[config.mk]
export PLATFORM = sky130hd
export DESIGN_NAME = rgb_to_hsv_converter_unit
export DESIGN_NICKNAME = d
export VERILOG_FILES = /design/src/rtl/core/rhc_pkg.sv /design/src/rtl/core/rhc_front.sv /design/src/rtl/core/rhc_div_cell.sv /design/src/rtl/core/rgb_to_hsv_converter_unit.sv
export SDC_FILE = /design/constraint.sdc
export NUM_CORES = 2
export LEC_CHECK = 0
export BUFFER_PORTS_ARGS = -buffer_cell sky130_fd_sc_hd__buf_2
export CAP_MARGIN = 20
export CORE_MARGIN = 5
export CORE_UTILIZATION = 45
export DETAILED_ROUTE_END_ITERATION = 12
export PLACE_DENSITY = 0.66
export RECOVER_POWER = 100
export REMOVE_ABC_BUFFERS = 1
export SYNTH_ARGS = -nofsm -noshare
export SYNTH_HDL_FRONTEND = slang
export SYNTH_SLANG_ARGS = --single-unit
[constraint.sdc]
create_clock -name i_clk -period 28.5 [get_ports i_clk]
set_input_delay 2.85 -clock i_clk [delete_from_list [all_inputs] [get_ports i_clk]]
set_output_delay 2.85 -clock i_clk [all_outputs]
set_load 0.005 [all_outputs]
[src/rtl/core/rhc_pkg.sv]
// ----------------------------------------------------------------------------
// rhc_pkg: shared types and constants of the RGB to HSV converter
// Holds the widths of the datapath and the record that travels down the
// chain of divider cells.
// ----------------------------------------------------------------------------
package rhc_pkg;

    // Width of one colour channel.
    localparam int CH_W   = 8;
    // Number of fraction bits of hue and saturation, one divider cell each.
    localparam int FRAC_W = 16;
    // Width of the hue divisor, six times the channel spread.
    localparam int HDIV_W = 11;

    // Record handed from cell to cell: partial remainders, divisors and the
    // quotient bits gathered so far for both divisions.
    typedef struct packed {
        logic [HDIV_W-1:0] rem_h;
        logic [HDIV_W-1:0] div_h;
        logic [FRAC_W-1:0] quo_h;
        logic [CH_W-1:0]   rem_s;
        logic [CH_W-1:0]   div_s;
        logic [FRAC_W-1:0] quo_s;
        logic              sat_full;
        logic [CH_W-1:0]   max_val;
    } t_cell_data;

endpackage

[src/rtl/core/rhc_front.sv]
// ----------------------------------------------------------------------------
// rhc_front: first cell of the converter
// Finds maximum, minimum and spread of the pixel, picks the hue sector and
// sets up both divisions for the bit cells that follow.
// ----------------------------------------------------------------------------
module rhc_front (
    input  logic                          i_clk,
    input  logic                          i_rst_n,
    input  logic                          i_valid,
    output logic                          o_ready,
    input  logic [rhc_pkg::CH_W-1:0]      i_red,
    input  logic [rhc_pkg::CH_W-1:0]      i_green,
    input  logic [rhc_pkg::CH_W-1:0]      i_blue,
    output logic                          o_valid,
    input  logic                          i_ready,
    output rhc_pkg::t_cell_data           o_data
);

    logic                          r_valid;
    rhc_pkg::t_cell_data           r_data;
    rhc_pkg::t_cell_data           n_data;

    logic [rhc_pkg::CH_W-1:0]      max_val;
    logic [rhc_pkg::CH_W-1:0]      min_val;
    logic [rhc_pkg::CH_W-1:0]      delta;
    logic [rhc_pkg::HDIV_W-1:0]    six_delta;
    logic signed [11:0]            num_raw;
    logic signed [11:0]            num_wrap;

    // The cell takes a new transfer whenever it is empty or being drained.
    assign o_ready = !r_valid || i_ready;

    // Channel extremes and spread.
    always_comb begin
        max_val = i_red;
        if (i_green > max_val) max_val = i_green;
        if (i_blue > max_val)  max_val = i_blue;
        min_val = i_red;
        if (i_green < min_val) min_val = i_green;
        if (i_blue < min_val)  min_val = i_blue;
        delta     = max_val - min_val;
        six_delta = {1'b0, delta, 2'b00} + {2'b00, delta, 1'b0};
    end

    // Hue numerator; on ties blue wins over green, green over red.
    always_comb begin
        if (i_blue >= i_red && i_blue >= i_green) begin
            num_raw = $signed({2'b00, delta, 2'b00})
                    + $signed({4'b0000, i_red}) - $signed({4'b0000, i_green});
        end else if (i_green >= i_red && i_green >= i_blue) begin
            num_raw = $signed({3'b000, delta, 1'b0})
                    + $signed({4'b0000, i_blue}) - $signed({4'b0000, i_red});
        end else begin
            num_raw = $signed({4'b0000, i_green}) - $signed({4'b0000, i_blue});
        end
        if (num_raw < 0) begin
            num_wrap = num_raw + $signed({1'b0, six_delta});
        end else begin
            num_wrap = num_raw;
        end
    end

    // Division set-up. A grey pixel divides zero by one, giving a zero hue;
    // black gives a zero saturation the same way.
    always_comb begin
        n_data.rem_h    = num_wrap[rhc_pkg::HDIV_W-1:0];
        n_data.div_h    = (delta == '0) ? rhc_pkg::HDIV_W'(1) : six_delta;
        n_data.quo_h    = '0;
        n_data.rem_s    = delta;
        n_data.div_s    = (max_val == '0) ? rhc_pkg::CH_W'(1) : max_val;
        n_data.quo_s    = '0;
        n_data.sat_full = (max_val != '0) && (min_val == '0);
        n_data.max_val  = max_val;
    end

    // Stage register.
    always_ff @(posedge i_clk) begin
        if (!i_rst_n) begin
            r_valid <= 1'b0;
        end else if (o_ready) begin
            r_valid <= i_valid;
        end
    end

    always_ff @(posedge i_clk) begin
        if (o_ready && i_valid) begin
            r_data <= n_data;
        end
    end

    assign o_valid = r_valid;
    assign o_data  = r_data;

endmodule

[src/rtl/core/rhc_div_cell.sv]
// ----------------------------------------------------------------------------
// rhc_div_cell: one restoring division step for hue and saturation
// Doubles both partial remainders, subtracts the divisor where it fits and
// shifts the resulting quotient bit in.
// ----------------------------------------------------------------------------
module rhc_div_cell (
    input  logic                 i_clk,
    input  logic                 i_rst_n,
    input  logic                 i_valid,
    output logic                 o_ready,
    input  rhc_pkg::t_cell_data  i_data,
    output logic                 o_valid,
    input  logic                 i_ready,
    output rhc_pkg::t_cell_data  o_data
);

    logic                          r_valid;
    rhc_pkg::t_cell_data           r_data;
    rhc_pkg::t_cell_data           n_data;

    logic [rhc_pkg::HDIV_W:0]      rem_h2;
    logic [rhc_pkg::CH_W:0]        rem_s2;
    logic                          bit_h;
    logic                          bit_s;

    assign o_ready = !r_valid || i_ready;

    // One quotient bit of each division.
    always_comb begin
        rem_h2 = {i_data.rem_h, 1'b0};
        rem_s2 = {i_data.rem_s, 1'b0};
        bit_h  = rem_h2 >= {1'b0, i_data.div_h};
        bit_s  = rem_s2 >= {1'b0, i_data.div_s};

        n_data = i_data;
        if (bit_h) begin
            n_data.rem_h = rhc_pkg::HDIV_W'(rem_h2 - {1'b0, i_data.div_h});
        end else begin
            n_data.rem_h = rem_h2[rhc_pkg::HDIV_W-1:0];
        end
        if (bit_s) begin
            n_data.rem_s = rhc_pkg::CH_W'(rem_s2 - {1'b0, i_data.div_s});
        end else begin
            n_data.rem_s = rem_s2[rhc_pkg::CH_W-1:0];
        end
        n_data.quo_h = {i_data.quo_h[rhc_pkg::FRAC_W-2:0], bit_h};
        n_data.quo_s = {i_data.quo_s[rhc_pkg::FRAC_W-2:0], bit_s};
    end

    // Stage register.
    always_ff @(posedge i_clk) begin
        if (!i_rst_n) begin
            r_valid <= 1'b0;
        end else if (o_ready) begin
            r_valid <= i_valid;
        end
    end

    always_ff @(posedge i_clk) begin
        if (o_ready && i_valid) begin
            r_data <= n_data;
        end
    end

    assign o_valid = r_valid;
    assign o_data  = r_data;

endmodule

[src/rtl/core/rgb_to_hsv_converter_unit.sv]
// ----------------------------------------------------------------------------
// rgb_to_hsv_converter_unit: streaming RGB to HSV pixel converter
// Front cell followed by a row of sixteen division cells.
// ----------------------------------------------------------------------------
// The unit takes one pixel per clock unless all cells are full. The front
// cell finds maximum, minimum and hue sector, then each of sixteen cells
// produces one fraction bit of both hue and saturation. Every cell holds its
// own item and passes it on as soon as the next cell has room, so a stalled
// output only stops the input once all cells are full. Brightness is the
// largest channel, saturation is spread over maximum (held at 65535 when the
// smallest channel is zero and the largest is not) and hue is the fraction
// of a full turn, zero for grey pixels.
module rgb_to_hsv_converter_unit (
    input  logic                      i_clk,
    input  logic                      i_rst_n,
    input  logic                      i_valid,
    output logic                      o_ready,
    input  logic [rhc_pkg::CH_W-1:0]  i_red,
    input  logic [rhc_pkg::CH_W-1:0]  i_green,
    input  logic [rhc_pkg::CH_W-1:0]  i_blue,
    output logic                      o_valid,
    input  logic                      i_ready,
    output logic [rhc_pkg::FRAC_W-1:0] o_hue,
    output logic [rhc_pkg::FRAC_W-1:0] o_saturation,
    output logic [rhc_pkg::CH_W-1:0]  o_brightness
);

    localparam int NCELL = rhc_pkg::FRAC_W;

    logic                 stg_valid [NCELL+1];
    logic                 stg_ready [NCELL+1];
    rhc_pkg::t_cell_data  stg_data  [NCELL+1];

    // Front cell.
    rhc_front u_front (
        .i_clk   (i_clk),
        .i_rst_n (i_rst_n),
        .i_valid (i_valid),
        .o_ready (o_ready),
        .i_red   (i_red),
        .i_green (i_green),
        .i_blue  (i_blue),
        .o_valid (stg_valid[0]),
        .i_ready (stg_ready[0]),
        .o_data  (stg_data[0])
    );

    // Row of division cells.
    for (genvar k = 0; k < NCELL; k++) begin : g_cell
        rhc_div_cell u_cell (
            .i_clk   (i_clk),
            .i_rst_n (i_rst_n),
            .i_valid (stg_valid[k]),
            .o_ready (stg_ready[k]),
            .i_data  (stg_data[k]),
            .o_valid (stg_valid[k+1]),
            .i_ready (stg_ready[k+1]),
            .o_data  (stg_data[k+1])
        );
    end

    // Last cell register is the output register.
    assign stg_ready[NCELL] = i_ready;
    assign o_valid          = stg_valid[NCELL];
    assign o_hue            = stg_data[NCELL].quo_h;
    assign o_saturation     = stg_data[NCELL].sat_full ? '1 : stg_data[NCELL].quo_s;
    assign o_brightness     = stg_data[NCELL].max_val;

    // An empty output register means the whole row has room.
    a_empty_ready: assert property (@(posedge i_clk) disable iff (!i_rst_n)
        !o_valid |-> o_ready)
        else $error("input stalled although the output register is empty");

    // A draining output lets the input side move as well.
    a_drain_ready: assert property (@(posedge i_clk) disable iff (!i_rst_n)
        i_ready |-> o_ready)
        else $error("input stalled although the output is being drained");

    // Black pixels give zero hue and zero saturation.
    a_black: assert property (@(posedge i_clk) disable iff (!i_rst_n)
        (o_valid && o_brightness == '0) |-> (o_hue == '0 && o_saturation == '0))
        else $error("black pixel with nonzero hue or saturation");

endmodule
# ---- After elaboration in Yosys (flattened, before gate mapping)
# Index checks and enable logic that the tools add are counted.
dict set report classes {
  add_sub_neg 38
  order_cmp 41
  mux 38
  n_reduce_logical 58
}
# operator n
set ops {}
lappend ops {{$ge 12x11->1} 16}
lappend ops {{$mux 11} 16}
lappend ops {{$sub 11x11->11} 15}
lappend ops {{$mux 8} 19}
lappend ops {{$ge 9x8->1} 16}
lappend ops {{$sub 8x8->8} 16}
lappend ops {{$ge 8x8->1} 4}
lappend ops {{$logic_not 8->1} 3}
lappend ops {{$mux 12} 2}
lappend ops {{$sub 12x9->12} 2}
lappend ops {{$logic_and 1x1->1} 20}
lappend ops {{$logic_not 1->1} 17}
lappend ops {{$logic_or 1x1->1} 17}
lappend ops {{$gt 8x8->1} 2}
lappend ops {{$lt 8x8->1} 2}
lappend ops {{$mux 16} 1}
lappend ops {{$lt 12x1->1 const B} 1}
lappend ops {{$add 10x8->11} 1}
lappend ops {{$add 10x9->11} 1}
lappend ops {{$add 11x11->11} 1}
lappend ops {{$add 9x8->10} 1}
lappend ops {{$sub 8x8->9} 1}
lappend ops {{$reduce_bool 8->1} 1}
dict set report word_totals {
  reg_bits 1050
  inputBits 28
  out_inout_bits 42
  wordCells 352
}

# ---- Logic depth before layout (Yosys ltp)
dict set report depth {
  word_depth 19
  ltp_mapped 47
  mapped_depth_nobuf 45
}

# ---- By module
# From an unflattened synthesis, not the netlist that was laid out.
dict set report hier_totals {
  cells_unflattened 4741
  area_unflattened_um2 63076.7
}
# mod n_inst cells_each area_each_um2
set by_module_without_submodules {}
lappend by_module_without_submodules {rhc_div_cell 16 253 3562.2}
lappend by_module_without_submodules {rhc_front 1 676 5970.7}
lappend by_module_without_submodules {rgb_to_hsv_converter_unit 1 17 111.4}

# ---- Worst setup path after synthesis
# OpenSTA, ideal clock, no wires.
dict set report synth_timing {
  path_type {input to register}
  start {in i_red[5] in the netlist's numbering}
  end {reg u_front.r_data, in the netlist u_front.o_data[78] (data pin)}
  arrival_ns 10.968
  required_ns 28.233
  setup_slack_ns 17.266
  cell_stages 44
  cell_sequence {inv_1 > ha_1 > a211o_1 > nand2_2 > nand2b_1 > o21ai_1 > clkbuf_1 > nor2_1 > a21oi_1 > ha_1 > a21o_1 > a21o_1 > a211o_1 > a21oi_1 > or2_2 > o32a_1 > nand2_2 > buf_6 > [... 8 more ...] > inv_1 > o21ai_0 > xor2_1 > ha_1 > inv_1 > o21bai_1 > a21oi_1 > nor4_1 > a211oi_1 > a21oi_1 > mux2i_1 > or2_2 > ha_1 > a21oi_1 > xor2_1 > o21a_1 > o211a_1 > a211oi_1}
}
# item line
set synth_lines {}
lappend synth_lines {{start: declaration} rgb_to_hsv_converter_unit.sv:18} ;# input logic [rhc_pkg::CH_W-1:0] i_red,
lappend synth_lines {{end signal: assignment} rhc_front.sv:87} ;# r_data <= n_data;
lappend synth_lines {{end: declaration} rhc_front.sv:20} ;# rhc_pkg::t_cell_data r_data;

==> results.cfg <==
[logic_synthesis]
netlist_top_cells_area = edfxtp_1 (61%), ha_1 (9.7%), inv_1 (3.5%)
yosysSeqAreaShare = 0.6146
syn_area_um2 = 51030
synth_area_per_cell_um2 = 12.65
yosysMostFrequentCell = edfxtp_1
synth-edff-count = 1033
synth_top_cell_area_share = 0.6079
synth_cell_types = 75
ys_ff_latch = 1050
synth_commonest_cells = edfxtp_1 (1033), inv_1 (480), ha_1 (397), o21ai_0 (349), nand2_1 (302)
ys.flop_type = edfxtp_1
synthCells = 4034
synth.largest_area_cell = edfxtp_1
async_reset_ff_frac = 0
synth_warnings = 0

[global_routing]
grt_pass1_wl_um = 140900
track_usage = 0.1400
grt_max_degree = 72
antenna_found_initial = 0
grt_pass1_vias = 29640
overflow = 0

[floorplanning]
dieArea_um2 = 120200
ios = 70
die_h_um = 346.7
die_x_um = 346.7
start_util = 0.4536
core_um2 = 112500
num_rows = 123

[setup_path]
slowest_delay_ns = 0.97
cp-start-kind = input port
crit_slowest_cell = a21oi_1
path_max_fanout = 21
r2r_end = u_front.o_data[71]
critPathCaptureType = flop
worst-r2r-setup-slack_ns = 23.17
r2r-start = g_cell[15].u_cell.o_valid
arrival_ns = 13.35
r2r_cells = 11
required_ns = 28.90
cpMostUsedCell = a21oi_1
path_class = input port to flop

[timing]
final.setup_skew_ns = 0.02020
setup_viol_count_final = 0
report.final.slew_viol_count = 1040
period_needed_ns = 12.95
tightest_slew_ns = 3.811
rsz0062_at_grt = no
hold_viol = 0
max_slew_margin = -1.541
max_freq_ghz = 0.07723
post-route-period-util = 0.4544
fin_tns_setup_ns = 0

[run_status]
status = finished, violations left
violations = max-capacitance violations, max-slew violations

[placed_design]
portBuffers = 69
hpwl_um = 63470
globalplace.congestion = 0.8635

[drt]
drt-initial-drc-count = 1293
drt_wl_total_um = 84230
drt-met1-wl_um = 33250
wl_met2_um = 45750
wire_per_inst_um = 14.68
vias = 29000
vias_per_cell = 5.053
met3WireLength_um = 2813
drc_errors = 0
top_layer = met4
firstDrtPassIters = 5
ant_nets = 0

[layout]
drive_gt1_frac = 0.05850
nets = 4625
antennaDiodeCount = 0
area.growth.synth_to_final_pct = 10.13

[min_path]
worstHoldStart = g_cell[5].u_cell.o_data[3]
worstHoldPathCells = 0
hold-path-endpoint = g_cell[6].u_cell.o_data[3]
min_path_type = flop to flop

[clock_network]
post_cts_buffers = 0
clk_pin_slew_ns = 0.06
cts_tree = done
clock-root-buffer = clkbuf_16
cts_buffer_depth = 3
cts_sinks = 1050
cts_buffers = 103
ctsResizeCount = 0
clkLatencyLatePin_ns = 0.67
cts_hold_buf = 0
htree_levels = 3

[power]
finalPower_uw = 4469
power_leakage_uw = 0.02173
powerDensity_nw_per_um2 = 79.52
vdd_drop_max_uv = 98.93

[run]
cap_violations = 20
[flip-flops by register name, summed over array words and instances (netlist names)]
| name | cells |
|---|---|
| u_front.o_valid | 1 |
| u_front.o_data | 47 |
| g_cell.u_cell.o_valid | 16 |
| g_cell.u_cell.o_data | 986 |
[cells by family (layout without fill, tap and decap cells)]
logic type,count (synthesis),in the layout,synth area share
buffers and inverters,562,767,0.04328
adder cells (fa/ha/maj),435,435,0.1123
AND/OR/NAND/NOR,997,997,0.09715
multiplexers,24,24,0.006081
XOR/XNOR,141,141,0.02420
flip-flops,1050,1050,0.6146
AO/OA/AOI/OAI,825,825,0.1025
[worst max path at each step]
stage	startpoint	to	slack (ns)	depth (start not counted)
floorplan	i_red[5]	u_front.o_data[78]	17.42	41
global placement	i_red[3]	u_front.o_data[78]	15.68	41
detailed placement	i_red[3]	u_front.o_data[78]	15.42	41
CTS	i_red[3]	u_front.o_data[78]	16.08	41
global route	i_red[3]	u_front.o_data[76]	14.56	33
finish	i_red[3]	u_front.o_data[76]	15.55	35
[layer usage]
metal / global-route usage / up-vias
met2: 0.2724 / 395
met4: 0.04891 / 0
met5: 0 / -
met1: 0.1553 / 13750
met3: 0.01953 / 154
li1: - / 14710
[layout make-up]
| type | instances | area, um2 |
|---|---|---|
| multi-input cells | 2422 | 17530 |
| well taps | 1500 | 1877 |
| fillers | 9629 | 56300 |
| repair buffers | 105 | 455.4 |
| inverters | 480 | 1802 |
| clock buffers | 123 | 2653 |
| clock inverters | 59 | 520.5 |
| flip-flops and latches | 1050 | 31360 |
[critical path: cells and delay by family]
kind / cells / cell delay, ns
buf+inv: 4 / 0.76
simple gates: 8 / 1.51
xor+xnor: 1 / 0.54
mux: 1 / 0.43
compound gates: 17 / 5.83
fa+ha+maj: 4 / 1.39
[power by group]
| group | switching (uW) | internal, uW | total, uW |
|---|---|---|---|
| Combinational | 756 | 617 | 1370 |
| Clock | 552 | 727 | 1280 |
| Sequential | 28.0 | 1790 | 1820 |
| Total | 1340 | 3130 | 4470 |
[per-stage QoR]
step | hold WS, ns | setup slack [ns] | util | instances | cell area, um2
finish | 0.4010 | 15.55 | 0.4995 | 5739 | 56200
floorplan | 0.4003 | 17.42 | - | 3952 | 50620
detailed placement | 0.4045 | 15.42 | 0.4735 | 5556 | 53260
CTS | 0.4028 | 16.08 | 0.5017 | 5738 | 56440
global route | 0.4073 | 14.56 | 0.4995 | 5739 | 56200
global placement | 0.4000 | 15.68 | 0.4734 | 5555 | 53260
[cell usage in the layout, fill, tap and decap left out, types with 21 or more instances in the layout]
cell	instances
clkbuf_1	80
nand3_1	29
xnor2_1	64
o211a_1	33
or4_1	30
nand4_1	52
fa_1	38
a21o_1	114
nand2_1	303
inv_1	480
and2_0	65
o21ai_0	351
clkbuf_16	103
buf_2	43
and2_1	36
nand2b_1	104
o31ai_1	120
xor2_1	77
nor2b_1	92
nor2_1	225
edfxtp_1	1033
clkinv_1	22
a21boi_0	21
ha_1	397
a21oi_1	105
Power figures use the tool's default switching activity.
